## src/sv/sorted_deadline_timer_queue_defines.svh

```systemverilog
// Assertion macros for the sorted deadline timer queue.
// Included by the top level; no other dependencies.
`ifndef SORTED_DEADLINE_TIMER_QUEUE_DEFINES_SVH
`define SORTED_DEADLINE_TIMER_QUEUE_DEFINES_SVH

// Assert that an implication holds on every clock edge out of reset.
`define SDTQ_ASSERT(label, clk, rst_n, prop, msg) \
    label: assert property (@(posedge clk) disable iff (!rst_n) (prop)) else $error(msg);

// Assert that a signal holds while it is stalled.
`define SDTQ_HOLD(label, clk, rst_n, vld, rdy, sig, msg) \
    label: assert property (@(posedge clk) disable iff (!rst_n) \
        (vld && !rdy) |=> $stable(sig)) else $error(msg);

`endif

```

## src/sv/sdtq_pkg.sv

```systemverilog
// Types and constants shared by the sorted deadline timer queue.
// No dependencies.
package sdtq_pkg;

    typedef enum logic [1:0] {
        REQ_TICK   = 2'd0,
        REQ_ARM    = 2'd1,
        REQ_CANCEL = 2'd2,
        REQ_NONE   = 2'd3
    } req_t;

    typedef enum logic [1:0] {
        KIND_ARMED  = 2'd0,
        KIND_FULL   = 2'd1,
        KIND_CANCEL = 2'd2,
        KIND_EXPIRY = 2'd3
    } kind_t;

    typedef enum logic [3:0] {
        ST_IDLE,
        ST_ARM_SCAN,
        ST_ARM_SHIFT,
        ST_CAN_SCAN,
        ST_CAN_SHIFT,
        ST_TICK_COUNT,
        ST_TICK_CHECK,
        ST_TICK_POP,
        ST_TICK_EMIT,
        ST_REINS_SCAN,
        ST_REINS_SHIFT,
        ST_OUT
    } state_t;

    localparam int MAX_RESULTS = 32;

endpackage

```

## src/sv/sdtq_slot_mem.sv

```systemverilog
// Slot storage of the timer queue: one wide register file, one write and
// one read port, registered read data. Uses nothing from the package.
module sdtq_slot_mem #(
    parameter int DEPTH = 16,
    parameter int WIDTH = 96
) (
    input  logic                     clk,
    input  logic                     wr_en,
    input  logic [$clog2(DEPTH)-1:0] wr_addr,
    input  logic [WIDTH-1:0]         wr_data,
    input  logic [$clog2(DEPTH)-1:0] rd_addr,
    output logic [WIDTH-1:0]         rd_data
);
    logic [WIDTH-1:0] mem [DEPTH];

    // Write and read in the same clocked block; read sees old data
    always_ff @(posedge clk)
    begin
        if (wr_en)
        begin
            mem[wr_addr] <= wr_data;
        end
        rd_data <= mem[rd_addr];
    end
endmodule

```

## src/sv/sorted_deadline_timer_queue.sv

```systemverilog
// Sorted deadline timer queue, top level: sequencer, shared compare unit
// and slot memory. Depends on sdtq_pkg, sdtq_slot_mem and the defines header.
//
// The queue holds up to DEPTH timers in a slot memory sorted by wrap-aware
// distance of the deadline from the tick count. A request is worked by one
// sequencer through a single compare/add unit and the memory's one read and
// one write port. An arm with room scans for its place, moves the later
// slots up and writes the entry; a cancel scans for the instance and moves
// the later slots down. A tick first counts the due timers, then for each
// one removes and emits it and puts a repeating timer back. Each result
// waits in an output register until taken; s_tready is low while a request
// is in work or a result waits, so output stalls add directly to the time
// per request. Slot contents are undefined after reset; only occupied slots
// are read, so no clearing pass is needed.
`include "sorted_deadline_timer_queue_defines.svh"
module sorted_deadline_timer_queue #(
    parameter int DEPTH          = 16,
    parameter int COUNT_WIDTH    = 32,
    parameter int INSTANCE_WIDTH = 8,
    parameter int HANDLE_WIDTH   = 8,
    parameter int ARG_WIDTH      = 16
) (
    input  logic clk,
    input  logic rst_n,
    input  logic s_tvalid,
    output logic s_tready,
    // deadline, repeat_period, target_handle, user_argument, cancel_id
    input  logic [((2*COUNT_WIDTH+HANDLE_WIDTH+ARG_WIDTH+INSTANCE_WIDTH+7)/8)*8-1:0] s_tdata,
    // req_type
    input  logic [1:0] s_tuser,
    output logic m_tvalid,
    input  logic m_tready,
    // instance_id, notify_handle, notify_argument, was_found, current_count
    output logic [((INSTANCE_WIDTH+HANDLE_WIDTH+ARG_WIDTH+1+COUNT_WIDTH+7)/8)*8-1:0] m_tdata,
    // result_kind
    output logic [1:0] m_tuser,
    output logic m_tlast
);
    import sdtq_pkg::*;

    localparam int AW  = $clog2(DEPTH);
    localparam int NW  = $clog2(DEPTH+1);
    localparam int CW  = COUNT_WIDTH;
    localparam int IW  = INSTANCE_WIDTH;
    localparam int HW  = HANDLE_WIDTH;
    localparam int GW  = ARG_WIDTH;
    localparam int EW  = 2*CW+HW+IW+GW;
    localparam int SIW = 2*CW+HW+GW+IW;
    localparam int SOW = IW+HW+GW+1+CW;
    localparam int RW  = $clog2(MAX_RESULTS+1);

    // Entry layout: deadline, period, handle, instance, argument (low first)
    function automatic logic [EW-1:0] pack_e(logic [CW-1:0] d, logic [CW-1:0] p,
        logic [HW-1:0] h, logic [IW-1:0] i, logic [GW-1:0] g);
        pack_e = {g, i, h, p, d};
    endfunction

    state_t state_reg, state_next;
    logic [CW-1:0] now_reg, now_next;
    logic [NW-1:0] occ_reg, occ_next;
    logic [IW-1:0] last_reg, last_next;
    logic [NW-1:0] idx_reg, idx_next;
    logic [NW-1:0] pos_reg, pos_next;
    logic [RW-1:0] fired_reg, fired_next;
    logic [RW-1:0] due_reg, due_next;
    logic [EW-1:0] ent_reg, ent_next;
    logic [IW-1:0] cid_reg, cid_next;
    logic          found_reg, found_next;
    logic          rd_pend_reg, rd_pend_next;

    logic          ovld_reg, ovld_next;
    logic [1:0]    okind_reg, okind_next;
    logic [IW-1:0] oinst_reg, oinst_next;
    logic [HW-1:0] ohd_reg, ohd_next;
    logic [GW-1:0] oarg_reg, oarg_next;
    logic          ofound_reg, ofound_next;
    logic          olast_reg, olast_next;

    logic          wr_en;
    logic [AW-1:0] wr_addr, rd_addr;
    logic [EW-1:0] wr_data, rd_data;

    sdtq_slot_mem #(.DEPTH(DEPTH), .WIDTH(EW)) u_mem (
        .clk(clk), .wr_en(wr_en), .wr_addr(wr_addr), .wr_data(wr_data),
        .rd_addr(rd_addr), .rd_data(rd_data)
    );

    // Shared unit: wrap-aware distance compare of a read slot against entry
    logic [CW-1:0] dist_new, dist_slot, rd_dl, ent_dl, ent_per, sum;
    logic          new_before, slot_due, sum_late;
    assign rd_dl      = rd_data[CW-1:0];
    assign ent_dl     = ent_reg[CW-1:0];
    assign ent_per    = ent_reg[2*CW-1:CW];
    assign dist_new   = (ent_dl - now_reg) ^ {1'b1, {(CW-1){1'b0}}};
    assign dist_slot  = (rd_dl - now_reg) ^ {1'b1, {(CW-1){1'b0}}};
    assign new_before = dist_new < dist_slot;
    assign slot_due   = dist_slot <= {1'b1, {(CW-1){1'b0}}};
    assign sum        = ent_dl + ent_per;
    assign sum_late   = sum - now_reg >= {1'b1, {(CW-1){1'b0}}};

    // Walk conditions shared by the state and datapath blocks
    logic scan_end, shift_last, inst_match, count_end, emit_last;
    assign scan_end   = idx_reg >= occ_reg;
    assign shift_last = idx_reg + 1'b1 >= occ_reg;
    assign inst_match = rd_data[2*CW+HW+IW-1:2*CW+HW] == cid_reg;
    assign count_end  = (idx_reg >= occ_reg) || (due_reg >= RW'(MAX_RESULTS));
    assign emit_last  = (fired_reg + 1'b1) == due_reg;

    logic s_acc, m_acc, out_free;
    assign s_acc    = s_tvalid && s_tready;
    assign m_acc    = m_tvalid && m_tready;
    assign out_free = !ovld_reg || m_tready;
    assign s_tready = (state_reg == ST_IDLE) && !ovld_reg;
    assign m_tvalid = ovld_reg;

    // Next state
    always_comb
    begin
        state_next = state_reg;
        case (state_reg)
            ST_IDLE:
            begin
                if (s_acc)
                begin
                    case (req_t'(s_tuser))
                        REQ_ARM:
                            state_next = (occ_reg >= NW'(DEPTH)) ? ST_OUT : ST_ARM_SCAN;
                        REQ_CANCEL:
                            state_next = ST_CAN_SCAN;
                        REQ_TICK:
                            state_next = ST_TICK_COUNT;
                        default:
                            state_next = ST_IDLE;
                    endcase
                end
            end
            ST_ARM_SCAN, ST_REINS_SCAN:
            begin
                if (scan_end || (rd_pend_reg && new_before))
                    state_next = (state_reg == ST_ARM_SCAN) ? ST_ARM_SHIFT
                                                            : ST_REINS_SHIFT;
            end
            ST_ARM_SHIFT, ST_REINS_SHIFT:
            begin
                if (idx_reg == pos_reg)
                    state_next = (state_reg == ST_ARM_SHIFT) ? ST_OUT : ST_TICK_CHECK;
            end
            ST_CAN_SCAN:
            begin
                if (scan_end)
                    state_next = ST_OUT;
                else if (rd_pend_reg && inst_match)
                    state_next = ST_CAN_SHIFT;
            end
            ST_CAN_SHIFT, ST_TICK_POP:
            begin
                if (shift_last)
                    state_next = (state_reg == ST_CAN_SHIFT) ? ST_OUT : ST_TICK_EMIT;
            end
            ST_TICK_COUNT:
            begin
                if (count_end || (rd_pend_reg && !slot_due))
                    state_next = ST_TICK_CHECK;
            end
            ST_TICK_CHECK:
            begin
                if (fired_reg >= due_reg)
                    state_next = ST_IDLE;
                else if (rd_pend_reg)
                    state_next = ST_TICK_POP;
            end
            ST_TICK_EMIT:
            begin
                if (out_free)
                    state_next = (ent_per != '0) ? ST_REINS_SCAN : ST_TICK_CHECK;
            end
            ST_OUT:
            begin
                if (out_free)
                    state_next = ST_IDLE;
            end
            default:
                state_next = ST_IDLE;
        endcase
    end

    // Datapath, memory control and result register
    always_comb
    begin
        now_next     = now_reg;
        occ_next     = occ_reg;
        last_next    = last_reg;
        idx_next     = idx_reg;
        pos_next     = pos_reg;
        fired_next   = fired_reg;
        due_next     = due_reg;
        ent_next     = ent_reg;
        cid_next     = cid_reg;
        found_next   = found_reg;
        rd_pend_next = 1'b0;
        ovld_next    = ovld_reg && !m_acc;
        okind_next   = okind_reg;
        oinst_next   = oinst_reg;
        ohd_next     = ohd_reg;
        oarg_next    = oarg_reg;
        ofound_next  = ofound_reg;
        olast_next   = olast_reg;
        wr_en        = 1'b0;
        wr_addr      = idx_reg[AW-1:0];
        wr_data      = ent_reg;
        rd_addr      = idx_reg[AW-1:0];
        case (state_reg)
            ST_IDLE:
            begin
                if (s_acc)
                begin
                    ent_next = pack_e(s_tdata[CW-1:0], s_tdata[2*CW-1:CW],
                        s_tdata[2*CW+HW-1:2*CW], last_reg + 1'b1,
                        s_tdata[2*CW+HW+GW-1:2*CW+HW]);
                    cid_next   = s_tdata[SIW-1:2*CW+HW+GW];
                    idx_next   = '0;
                    found_next = 1'b0;
                    fired_next = '0;
                    due_next   = '0;
                    case (req_t'(s_tuser))
                        REQ_ARM:
                        begin
                            if (occ_reg >= NW'(DEPTH))
                            begin
                                okind_next = KIND_FULL;
                                oinst_next = '0;
                            end
                            else
                            begin
                                last_next  = last_reg + 1'b1;
                                okind_next = KIND_ARMED;
                                oinst_next = last_reg + 1'b1;
                            end
                        end
                        REQ_CANCEL:
                        begin
                            okind_next = KIND_CANCEL;
                            oinst_next = s_tdata[SIW-1:2*CW+HW+GW];
                        end
                        REQ_TICK:
                            now_next = now_reg + 1'b1;
                        default:
                            now_next = now_reg;
                    endcase
                end
            end
            ST_ARM_SCAN, ST_REINS_SCAN:
            begin
                // read slot idx, compare next cycle
                if (scan_end)
                begin
                    pos_next = idx_reg;
                    idx_next = occ_reg;
                end
                else if (!rd_pend_reg)
                    rd_pend_next = 1'b1;
                else if (new_before)
                begin
                    pos_next = idx_reg;
                    idx_next = occ_reg;
                end
                else
                    idx_next = idx_reg + 1'b1;
            end
            ST_ARM_SHIFT, ST_REINS_SHIFT:
            begin
                // move slots up from the end, then write the entry
                if (idx_reg == pos_reg)
                begin
                    wr_en    = 1'b1;
                    occ_next = occ_reg + 1'b1;
                    if (state_reg == ST_REINS_SHIFT)
                        fired_next = fired_reg + 1'b1;
                end
                else
                begin
                    rd_addr = AW'(idx_reg - 1'b1);
                    if (!rd_pend_reg)
                        rd_pend_next = 1'b1;
                    else
                    begin
                        wr_en    = 1'b1;
                        wr_data  = rd_data;
                        idx_next = idx_reg - 1'b1;
                    end
                end
            end
            ST_CAN_SCAN:
            begin
                if (!scan_end)
                begin
                    if (!rd_pend_reg)
                        rd_pend_next = 1'b1;
                    else if (inst_match)
                        found_next = 1'b1;
                    else
                        idx_next = idx_reg + 1'b1;
                end
            end
            ST_CAN_SHIFT, ST_TICK_POP:
            begin
                // move slots down over idx
                if (shift_last)
                    occ_next = occ_reg - 1'b1;
                else
                begin
                    rd_addr = AW'(idx_reg + 1'b1);
                    if (!rd_pend_reg)
                        rd_pend_next = 1'b1;
                    else
                    begin
                        wr_en    = 1'b1;
                        wr_data  = rd_data;
                        idx_next = idx_reg + 1'b1;
                    end
                end
            end
            ST_TICK_COUNT:
            begin
                // count the due slots at the head before any is moved
                if (!count_end)
                begin
                    if (!rd_pend_reg)
                        rd_pend_next = 1'b1;
                    else if (slot_due)
                    begin
                        due_next = due_reg + 1'b1;
                        idx_next = idx_reg + 1'b1;
                    end
                end
            end
            ST_TICK_CHECK:
            begin
                // fetch the head slot while counted timers remain
                rd_addr = '0;
                if (fired_reg < due_reg)
                begin
                    if (!rd_pend_reg)
                        rd_pend_next = 1'b1;
                    else
                    begin
                        ent_next = rd_data;
                        idx_next = '0;
                    end
                end
            end
            ST_TICK_EMIT:
            begin
                if (out_free)
                begin
                    ovld_next   = 1'b1;
                    okind_next  = KIND_EXPIRY;
                    oinst_next  = ent_reg[2*CW+HW+IW-1:2*CW+HW];
                    ohd_next    = ent_reg[2*CW+HW-1:2*CW];
                    oarg_next   = ent_reg[EW-1:2*CW+HW+IW];
                    ofound_next = 1'b0;
                    olast_next  = emit_last;
                    idx_next    = '0;
                    if (ent_per != '0)
                        ent_next[CW-1:0] = sum_late ? now_reg : sum;
                    else
                        fired_next = fired_reg + 1'b1;
                end
            end
            ST_OUT:
            begin
                if (out_free)
                begin
                    ovld_next   = 1'b1;
                    ohd_next    = '0;
                    oarg_next   = '0;
                    ofound_next = found_reg;
                    olast_next  = 1'b1;
                end
            end
            default:
                rd_pend_next = 1'b0;
        endcase
    end

    // Registers
    always_ff @(posedge clk or negedge rst_n)
    begin
        if (!rst_n)
        begin
            state_reg   <= ST_IDLE;
            now_reg     <= '0;
            occ_reg     <= '0;
            last_reg    <= '0;
            ovld_reg    <= 1'b0;
            rd_pend_reg <= 1'b0;
            okind_reg   <= KIND_ARMED;
            olast_reg   <= 1'b0;
        end
        else
        begin
            state_reg   <= state_next;
            now_reg     <= now_next;
            occ_reg     <= occ_next;
            last_reg    <= last_next;
            ovld_reg    <= ovld_next;
            rd_pend_reg <= rd_pend_next;
            okind_reg   <= okind_next;
            olast_reg   <= olast_next;
        end
    end

    always_ff @(posedge clk)
    begin
        idx_reg    <= idx_next;
        pos_reg    <= pos_next;
        fired_reg  <= fired_next;
        due_reg    <= due_next;
        ent_reg    <= ent_next;
        cid_reg    <= cid_next;
        found_reg  <= found_next;
        oinst_reg  <= oinst_next;
        ohd_reg    <= ohd_next;
        oarg_reg   <= oarg_next;
        ofound_reg <= ofound_next;
    end

    assign m_tdata = {{(((SOW+7)/8)*8-SOW){1'b0}}, now_reg, ofound_reg, oarg_reg,
                      ohd_reg, oinst_reg};
    assign m_tuser = okind_reg;
    assign m_tlast = olast_reg;

    `SDTQ_ASSERT(a_occ_range, clk, rst_n, occ_reg <= NW'(DEPTH), "occupancy above depth")
    `SDTQ_ASSERT(a_busy, clk, rst_n, (state_reg != ST_IDLE) |-> !s_tready, "ready while busy")
    `SDTQ_HOLD(a_out_hold, clk, rst_n, m_tvalid, m_tready, m_tdata, "result changed while stalled")
endmodule
```

## config.mk

```make
export PLATFORM = sky130hd
export DESIGN_NAME = sorted_deadline_timer_queue
export DESIGN_NICKNAME = d
export VERILOG_FILES = /design/src/sv/sdtq_pkg.sv /design/src/sv/sdtq_slot_mem.sv /design/src/sv/sorted_deadline_timer_queue.sv
export VERILOG_INCLUDE_DIRS = /design/src /design/src/sv
export SDC_FILE = /design/constraint.sdc
export NUM_CORES = 2
export LEC_CHECK = 0
export BUFFER_PORTS_ARGS = -buffer_cell sky130_fd_sc_hd__buf_4
export CORE_MARGIN = 5
export CORE_UTILIZATION = 35
export DETAILED_ROUTE_END_ITERATION = 8
export GPL_ROUTABILITY_DRIVEN = 0
export SYNTH_ARGS = -nofsm -noshare
export SYNTH_HDL_FRONTEND = slang
export SYNTH_SLANG_ARGS = --single-unit
```

## constraint.sdc

```tcl
create_clock -name clk -period 8.95 [get_ports clk]
set_input_delay 0.4475 -clock clk [delete_from_list [all_inputs] [get_ports clk]]
set_output_delay 0.4475 -clock clk [all_outputs]
set_load 0.1 [all_outputs]
```

==> results.json <==
{
  "final.setup_skew_ns": 0.0360,
  "drtIter0Drc": 4515,
  "fill_cells": 19892,
  "whs_path_depth": 3,
  "ys_ff_latch": 1846,
  "worstPathMaxFanout": 11,
  "fin_ws_ns": 1.97,
  "cts_sinks": 1846,
  "antenna_cells": 0,
  "port_buffers": 171,
  "clock-root-buffer": "clkbuf_16",
  "die_w_um": 483,
  "largest_register_ffs": 1536,
  "wl_mm": 214,
  "drive_above_1_share_pct": 21.1,
  "grt_max_degree": 131,
  "total_power_mw": 35.7,
  "synth-edff-count": 1696,
  "start_kind": "register",
  "antenna_found_initial": 3,
  "initial_core_util_pct": 35.2,
  "avgRoutedWirePerCell_um": 26.9,
  "finalSetupTns_ns": 0,
  "maxSlewHeadroom_pct": 11.2,
  "synth_cell_types": 85,
  "hp-class": "in -> reg",
  "p_per_area_mw_per_mm2": 396,
  "rsz0062_at_grt": "false",
  "endpoint_kind": "register",
  "dr.pass1.iters": 5,
  "setup_viol": 0,
  "finalCritPeriodShare_pct": 78.0,
  "async_reset_ff_share_pct": 2.93,
  "cts_tree": "built",
  "cp.required_ns": 9.38,
  "drtAntennaViolNets": 0,
  "syn2layout_area_growth_pct": 15.1,
  "fmaxAchievable_mhz": 143,
  "cts.path.max_buffers": 3,
  "grt_remaining_overflow": 0,
  "core_mm2": 0.222,
  "crit_family": "compound AO/OA/AOI/OAI gates",
  "viasPerCell": 5.47,
  "pin_count": 179,
  "track_usage_pct": 18.0,
  "syn_inst": 4523,
  "cts.htree.levels": 4,
  "dieHeight_um": 483,
  "insertion_delay_ns": 0.82,
  "ir_drop_mv": 0.452,
  "worstMarginPinSlew_ns": 1.30,
  "slew_viol_final": 0,
  "ys_warn_count": 0,
  "worst-path-buf-inv": 1,
  "status": "finished, final reports clean",
  "rows": 173,
  "mostFrequentLayoutCell": "edfxtp_1",
  "synth_ff_type": "edfxtp_1",
  "cap_violations": 0,
  "leakage_nw": 30.2,
  "finalHoldViolCount": 0,
  "grt_pass1_wl_mm": 309,
  "worstSetupPathType": "reg -> reg",
  "syn_area_mm2": 0.0782,
  "cpPeakStageDelay_ns": 0.61,
  "die_area_mm2": 0.233,
  "crit_chain": "ha_1 > inv_1 > fa_1 > a21oi_1 > o21ai_0 > a21oi_1 > o21ai_0 > a211oi_1 > o21ai_0 > a211oi_1 > nor3b_1 > o21ai_0 > a221oi_1 > ha_1 > a21o_1 > a211o_1 > a21o_1 > a21o_1 > a21o_1 > a21o_1 > o21ai_0 > and2_1 > a21boi_0",
  "cpMaxStageDelayCell": "a21boi_0",
  "clk_pin_slew_ns": 0.06,
  "hpwl_mm": 122,
  "synth_area_per_cell_um2": 17.3,
  "final_cell_mix": "edfxtp_1 (1,696), mux4_2 (384), nand2_1 (251), buf_4 (228), a22oi_1 (201)",
  "nets": 5117,
  "cp.depth": 23,
  "place_ws_ns": 2.21,
  "ys_seq_area_share_pct": 69.3,
  "num_vias": 43528,
  "arrival_ns": 7.41,
  "drcViolationCount": 0,
  "numCtsBuffers": 180,
  "grt_pass1_vias": 43601,
  "postCtsSetupRepairBufs": 0,
  "fin_crit_ns": 6.98,
  "worst_r2r_path_depth": 23
}
## Yosys cell counts (8+ instances only)
cell type / instances / area [µm²]
mux4_2: 384 / 8650
xor2_1: 47 / 412
clkbuf_1: 125 / 469
buf_1: 37 / 139
nor2_1: 175 / 657
nand2b_1: 22 / 138
a221oi_1: 9 / 78.8
dfrtp_1: 54 / 1350
o21bai_1: 15 / 113
nand2_1: 254 / 953
a22oi_1: 201 / 1510
edfxtp_1: 1696 / 50900
nand4_1: 27 / 169
mux2i_1: 127 / 1270
o21ai_1: 27 / 135
a21oi_1: 148 / 741
ha_1: 183 / 2290
and2_1: 32 / 200
a31oi_1: 17 / 106
nor4_1: 15 / 93.8
nor3_1: 39 / 195
o21a_1: 26 / 195
and3_1: 28 / 175
buf_2: 46 / 230
dfxtp_1: 96 / 1920
o211ai_1: 10 / 75.1
mux2_2: 98 / 1100
a21o_1: 60 / 450
nand3_1: 44 / 220
or3_1: 11 / 68.8
buf_4: 8 / 60.1
inv_1: 77 / 289
xnor2_1: 114 / 998
a211oi_1: 14 / 105
nor2b_1: 17 / 106
o21ai_0: 143 / 716
## worst min-delay path: cells and delay by family
kind / cells / cell delay [ns]
simple gates: 1 / 0.10
buf+inv: 1 / 0.08
compound gates: 1 / 0.10
## stage by stage
stage	instances	util (%)	cell area [µm²]	hold WS [ns]
floorplan	4529	-	78300	0.152
global placement	7535	37.5	83400	0.481
detailed placement	7535	37.5	83400	0.495
CTS	7957	40.5	90100	0.00348
global route	7957	40.5	90100	0.0156
finish	7957	40.5	90100	0.0299
## cell type report
class	instances	area (µm²)	share of cell area, %
inverter	79	297	0.329
sequential	1846	54200	60.2
clock inverter	120	1030	1.14
clock buffer	216	4780	5.31
timing repair buffer	333	2950	3.28
tap	2975	3720	4.13
multi-input combinational	2388	23100	25.7
## cell families after synthesis
kind of cell | Yosys count | synth area share, %
flip-flops | 1846 | 69.3
AO/OA/AOI/OAI | 737 | 6.16
AND/OR/NAND/NOR | 683 | 4.02
multiplexers | 610 | 14.1
buffers and inverters | 295 | 1.53
adder cells (fa/ha/maj) | 187 | 3.03
XOR/XNOR | 164 | 1.89
other | 1 | 0.00479
## metal layers
| layer | track usage [%] | part of all wire (%) |
|---|---|---|
| met3 | 2.62 | 6.3 |
| met5 | 0 | 0 |
| met2 | 29.2 | 48 |
| met4 | 5.32 | 2.8 |
| met1 | 25.4 | 43 |
## repair_timing
item / CTS / global route
endpoints found under the setup margin: 0 / 0
gates resized for setup: 0 / 0
hold buffers: 86 / 0
endpoints found under the hold margin: 146 / 0
## path summary, 6_finish.rpt
| kind | end | start | slack [ns] |
|---|---|---|---|
| worst min register to register | last_reg[7] | last_reg[7] | 0.50 |
| min in group asynchronous | m_tuser[1] | rst_n | 0.25 |
| worst max register to register | pos_reg[2] | now_reg[0] | 1.97 |
| worst max-delay path | pos_reg[2] | now_reg[0] | 1.97 |
| worst min-delay path | ent_reg[81] | s_tdata[73] | 0.03 |
| max in group asynchronous | now_reg[6] | rst_n | 7.98 |
## power by group
group | internal (mW) | total (mW) | leakage, nW | switching, mW
combinational | 6.92 | 16.5 | 10.6 | 9.54
sequential | 11.1 | 11.8 | 16.8 | 0.634
clock | 4.13 | 7.47 | 2.83 | 3.34
Note: power is estimated with default switching activity, not from simulation.
